**src/rtl/pmm_pkg.sv**
```systemverilog
// Shared types and constants of the protected memory map with ROM upload.
// No dependencies; used by the interfaces and all modules.
`default_nettype none

package pmm_pkg;

   localparam int ADDR_W       = 16;
   localparam int DATA_W       = 8;
   localparam int OPCODE_W     = 3;
   localparam int COUNT_W      = 16;
   localparam int CHECK_W      = 32;
   localparam int CHECK_ROT    = 5;
   localparam int SCREEN_BITS  = 14;
   localparam int MEMORY_DEPTH = 65536;
   localparam int ROM_BYTES    = 16384;

   localparam logic [ADDR_W-1:0]  ROM_LIMIT = ADDR_W'(ROM_BYTES);
   localparam logic [ADDR_W-1:0]  UPPER_RAM = 16'h8000;
   localparam logic [ADDR_W-1:0]  ADDR_LAST = ADDR_W'(MEMORY_DEPTH - 1);
   localparam logic [COUNT_W-1:0] COUNT_MAX = '1;
   localparam logic [DATA_W-1:0]  FILL_ONES = '1;

   typedef enum logic [OPCODE_W-1:0] {
      OP_CPU_READ    = 3'd0,
      OP_CPU_WRITE   = 3'd1,
      OP_DBG_READ    = 3'd2,
      OP_DBG_WRITE   = 3'd3,
      OP_SCREEN_READ = 3'd4,
      OP_ROM_UPLOAD  = 3'd5,
      OP_CLEAR       = 3'd6
   } op_type;

   typedef enum logic [1:0] {
      ST_IDLE,
      ST_ACCESS,
      ST_CLEAR,
      ST_RESULT
   } state_type;

   typedef struct packed {
      logic capture;     // latch the request beat
      logic access;      // drive the memory port for the held request
      logic clear_step;  // write one RAM byte of the clear sweep
      logic commit;      // update state and load the response register
   } cmd_type;

   typedef struct packed {
      logic op_clear;
      logic clear_last;
   } status_type;

endpackage

`default_nettype wire

```
**src/rtl/pmm_ctrl.sv**
```systemverilog
// Control state machine: request accept, memory access, clear sweep, response.
// Depends on pmm_pkg for state, command and status types.
`default_nettype none

module pmm_ctrl (
   input  wire                   clock,
   input  wire                   reset,
   input  wire                   req_valid,
   output logic                  req_ready,
   output logic                  rsp_valid,
   input  wire                   rsp_ready,
   output pmm_pkg::cmd_type      cmd,
   input  pmm_pkg::status_type   status
);
   import pmm_pkg::*;

   state_type state_ff, state_in;
   logic      rsp_valid_ff, rsp_valid_in;

   always_ff @(posedge clock) begin
      if (reset) begin
         state_ff     <= ST_IDLE;
         rsp_valid_ff <= 1'b0;
      end else begin
         state_ff     <= state_in;
         rsp_valid_ff <= rsp_valid_in;
      end
   end

   always_comb begin
      state_in  = state_ff;
      cmd       = '0;
      req_ready = 1'b0;
      unique case (state_ff)
         ST_IDLE: begin
            req_ready = 1'b1;
            if (req_valid) begin
               cmd.capture = 1'b1;
               state_in    = ST_ACCESS;
            end
         end
         ST_ACCESS: begin
            cmd.access = 1'b1;
            state_in   = status.op_clear ? ST_CLEAR : ST_RESULT;
         end
         ST_CLEAR: begin
            cmd.clear_step = 1'b1;
            if (status.clear_last) begin
               state_in = ST_RESULT;
            end
         end
         ST_RESULT: begin
            // hold until the response register is free or draining
            if (!rsp_valid_ff || rsp_ready) begin
               cmd.commit = 1'b1;
               state_in   = ST_IDLE;
            end
         end
         default: state_in = ST_IDLE;
      endcase
   end

   always_comb begin
      if (cmd.commit) begin
         rsp_valid_in = 1'b1;
      end else if (rsp_ready) begin
         rsp_valid_in = 1'b0;
      end else begin
         rsp_valid_in = rsp_valid_ff;
      end
   end

   assign rsp_valid = rsp_valid_ff;

endmodule

`default_nettype wire

```
**config.mk**
```make
export PLATFORM = sky130hd
export DESIGN_NAME = pmm_ctrl
export DESIGN_NICKNAME = d
export VERILOG_FILES = /design/src/rtl/pmm_pkg.sv /design/src/rtl/pmm_ctrl.sv
export SDC_FILE = /design/constraint.sdc
export NUM_CORES = 1
export LEC_CHECK = 0
export ABC_AREA = 1
export BUFFER_PORTS_ARGS = -buffer_cell sky130_fd_sc_hd__buf_2
export CAP_MARGIN = 20
export CORE_AREA = 5 5 42 44
export DETAILED_ROUTE_END_ITERATION = 12
export DIE_AREA = 0 0 47 49
export MAX_ROUTING_LAYER = met4
export PLACE_DENSITY_LB_ADDON = 0.3
export SKIP_CTS_REPAIR_TIMING = 1
export SLEW_MARGIN = 20
export SYNTH_ARGS = -nofsm -noshare
export SYNTH_HDL_FRONTEND = slang
export SYNTH_SLANG_ARGS = --single-unit
```
**constraint.sdc**
```tcl
create_clock -name clock -period 1.3 [get_ports clock]
set_input_delay 0.13 -clock clock [delete_from_list [all_inputs] [get_ports clock]]
set_output_delay 0.13 -clock clock [all_outputs]
set_load 0.03 [all_outputs]
```
== Yosys cells after proc, flatten, opt, wreduce, memory -nomap -nowiden ==
Index checks and enable logic that the tools add are counted.

* Word-level logic and storage cells: 27
* Output and inout port bits: 6
* Register bits after elaboration: 3
* Input bits: 6

* Muxes and demuxes: 14
* Eq/ne operators: 6
* Reduce and logical (&&, ||, !) cells: 5

{| class="wikitable"
|+ Operator list
! kind !! number
|-
| $mux W1 || 10
|-
| $pmux W2 S4 || 1
|-
| $mux W2 || 3
|-
| $ne A2 B2 Y1 const B || 3
|-
| $eq A2 B2 Y1 const B || 2
|-
| $reduce_and A3 Y1 || 1
|-
| $eq A2 B1 Y1 const B || 1
|-
| $logic_not A2 Y1 || 1
|-
| $reduce_bool A2 Y1 || 1
|-
| $logic_not A1 Y1 || 1
|-
| $logic_or A1 B1 Y1 || 1
|}

== Longest topological paths before layout ==
* Depth after elaboration: 5
* Gate-level depth with buffers: 7
* Depth with buffers taken out: 7

== Worst setup path after synthesis ==
OpenSTA, ideal clock, no wires.

* Kind: register to register
* Start point: register state_ff[0]
* End point: register state_ff[0]
* Arrival time: 1.137 ns
* Setup time: 0.113 ns
* Data required time: 1.187 ns
* Cell stages (with the launch flop): 7
* Period minus slack after synthesis: 1.250 ns
* Setup slack: 0.050 ns
* Path buffers: 0
* Cell sequence: dfxtp_1 -> inv_1 -> ha_1 -> nand2_1 -> nand3_2 -> nor2_1 -> nor2_1

* Cells in the longest elaborated chain, start to end: 3
* Elaborated cells on any way between the ends: 9
* Classes of those cells: eq/ne (6); mux (1); reduce/logical (2)

{| class="wikitable"
|+ Ends and longest elaborated chain
! what !! RTL line !! text
|-
| start, declared || pmm_ctrl.sv:17 || <nowiki>state_type state_ff, state_in;</nowiki>
|-
| start signal, assigned || pmm_ctrl.sv:25 || <nowiki>state_ff <= state_in;</nowiki>
|-
| $eq A2 B2 Y1 / $logic_not A2 Y1 (equally long branches) || pmm_ctrl.sv:34 || <nowiki>unique case (state_ff)</nowiki>
|-
| $ne A2 B2 Y1 (no line) || -- ||
|-
| $reduce_and A3 Y1 (no line) || -- ||
|}

Parallel ways exist; a longest one is shown, timed or not.
A chain may end at the register's enable or synchronous reset.

==> results by group <==
Outcome
  • Status: finished, final reports clean

CTS
  • Clock Latency Late Sink: 230 ps
  • H-tree depth: 1
  • Clock Tree Root: clkbuf_4
  • Clock Path Buffers: 2
  • CTS sink count: 3
  • CTS tree: built
  • Clock transition at path regs: 40 ps
  • CTS Buf Count: 3

Synth
  • Unique cell type count in the Yosys netlist: 10
  • Syn_nets: 45
  • Yosys reg bits: 3
  • Number of synthesized flops with an enable pin: 0
  • Synth top cells by count: nand2_1, inv_1, ha_1, nor2_1
  • Top-area cell type share of the netlist area: 25.67%
  • Seq/Total Area, Yosys: 25.67%
  • Post-synth ARST share: 0%
  • Most frequent cell after synthesis: nand2_1
  • Mapped cell area: 234.0 um2
  • Post-synth top area cell: dfxtp_1
  • Top cells by area, synth: dfxtp_1, ha_1, nand2_1
  • YS warnings: 0
  • Cells after Synth: 35
  • Avg Cell Area, Syn: 6.685 um2
  • Top FF cell, synth: dfxtp_1

Critical path
  • CP endpoint kind: primary output
  • WS Path Type: reg -> out
  • Slowest-stage cell, CP: dfxtp_2
  • CP top delay family: flip-flops
  • Worst endpoint required time: between 1000 and 1500 ps
  • Bufs and invs on worst path: 2
  • Largest stage delay, worst path: 350 ps
  • Startpoint Class: register
  • CP arrival: between 1000 and 1500 ps
  • Crit-path max FO: 4
  • Worst-path cell chain: ha_1 > inv_1 > a21oi_1 > buf_4

Timing
  • Tcrit/Tclk final: 93.44%
  • RSZ-0062 raised after global routing: true
  • Fmax: 0.8233 GHz
  • Worst Tran Pin Value: 157.0 ps
  • Clk_skew: 3.561 ps
  • Final slew viol count: 0
  • # setup viols final: 0
  • Worst rel slew slack: between 80% and 90%
  • Final hold vios: 0
  • Final hold slack: 70.18 ps
  • Post-layout minimum cycle time: roughly 1200 ps

Power and ir drop
  • Maximum vdd drop: 0.5640 mV
  • PwrDens: roughly 2600 nW/um2
  • Power, Total: between 800 and 900 uW
  • Lkg Pwr: 0.2006 nW

Place
  • GP Congestion: 0.6375
  • Port bufs: 11
  • Inst Count DP: 61

Routing
  • Drt pass-1 iters: 4
  • # DRC: 0
  • Vias: between 200 and 250
  • 1st-iter DRT viols: 4
  • Routed Wire Length: 491 um
  • DR WL/cell: 7.554 um
  • Vias per std cell: 3.631
  • DRT antenna net count: 0

Global route
  • Initial antenna violation count: 0
  • Grt ovf: 0
  • GRT Resource Usage Total: 4.838%
  • Maximum number of pins on one net before global-route repair: 5
  • Vias in the first global route: 199
  • First-pass GRT wire length: 745 um

Floorplan
  • Die Span Y: 49 um
  • Die X: ~47 um
  • Site Rows: 14
  • IO Count: 12
  • Initial Utilization: roughly 17%
  • Die area: roughly 2300 um2
  • Core footprint: 1401 um2

Final layout
  • Fillers: 175
  • Final-stage net count: 60
  • Post-route insts no fill: 65
  • Antenna Diode Count: 0
  • P&R area growth vs syn: 48.66%
  • Final core occ: between 20% and 30%
  • Share of post-route cells with drive strength above 1: 40.82%

Job
  • Max-capacitance violation count: 0

Hold path
  • Min-delay worst type: in -> reg
-- state kept, by name (all words and copies together), names as in the netlist --
name and count:
state_ff 2, rsp_valid 1
-- area by class of cell --
cell class | count | area, um2 | area share (%)
Sequential cell | 3 | 62.56 | 17.99
Inverter | 8 | 30.03 | 8.633
Clock buffer | 4 | 26.28 | 7.554
Tap cell | 16 | 20.02 | 5.755
Timing Repair Buffer | 11 | 60.06 | 17.27
Multi-Input combinational cell | 23 | 148.9 | 42.81
-- kinds of logic after synthesis --
logic type | count (synthesis) | share of synthesized area, %
buffers and inverters | 9 | 16.04
and+or+nand+nor | 16 | 30.48
adders and majority gates | 4 | 21.39
DFF | 3 | 25.67
AOI/OAI and AO/OA | 3 | 6.415
-- per-stage QoR --
step	TNS (ps)	area [um2]	setup slack (ps)
5_1_grt	-6.373	347.8	-6.373
3_5_place_dp	0	301.5	86.15
3_3_place_gp	0	301.5	92.63
6_report	0	347.8	85.33
4_1_cts	-90.62	327.8	-86.28
2_1_floorplan	0	234.0	50.31
-- placed cells by master, fill, tap and decap left out --
cell type | synthesis | routed
a21oi_1 | 3 | 3
inv_1 | 8 | 6
inv_2 | 0 | 2
clkbuf_4 | 0 | 4
dfxtp_2 | 0 | 2
nand3_2 | 1 | 1
nor2_1 | 4 | 4
nand3_1 | 1 | 1
nand2_1 | 9 | 9
clkbuf_1 | 0 | 1
buf_4 | 1 | 1
nand3b_1 | 1 | 1
ha_1 | 4 | 3
dfxtp_1 | 3 | 1
buf_2 | 0 | 9
ha_4 | 0 | 1
-- worst paths after layout --
kind / start / endpoint / slack, ps / depth (start not counted)
max: state_ff[0] / cmd[0] / 90 / 4
min reg2reg: rsp_valid / rsp_valid / 490 / 2
min: reset / rsp_valid / 70 / 2
max reg2reg: state_ff[0] / state_ff[0] / 210 / 6
-- power by group --
group | leakage [nW] | internal [mW] | switching, mW | total (mW)
clock network | 0.0150 | 0.115 | 0.0442 | 0.159
registers | 0.0253 | 0.137 | 0.0435 | 0.181
logic | 0.160 | 0.200 | 0.361 | 0.560
total | 0.201 | 0.451 | 0.448 | 0.900
-- metal layers --
layer	vias up	global-route usage (%)	wire length, um
met1	96	5.275	228
met3	0	2.214	46
met4	0	5.530	0
met2	9	5.656	216
li1	131	-	-
met5	-	-	0
Note: power is estimated with default switching activity, not from simulation.
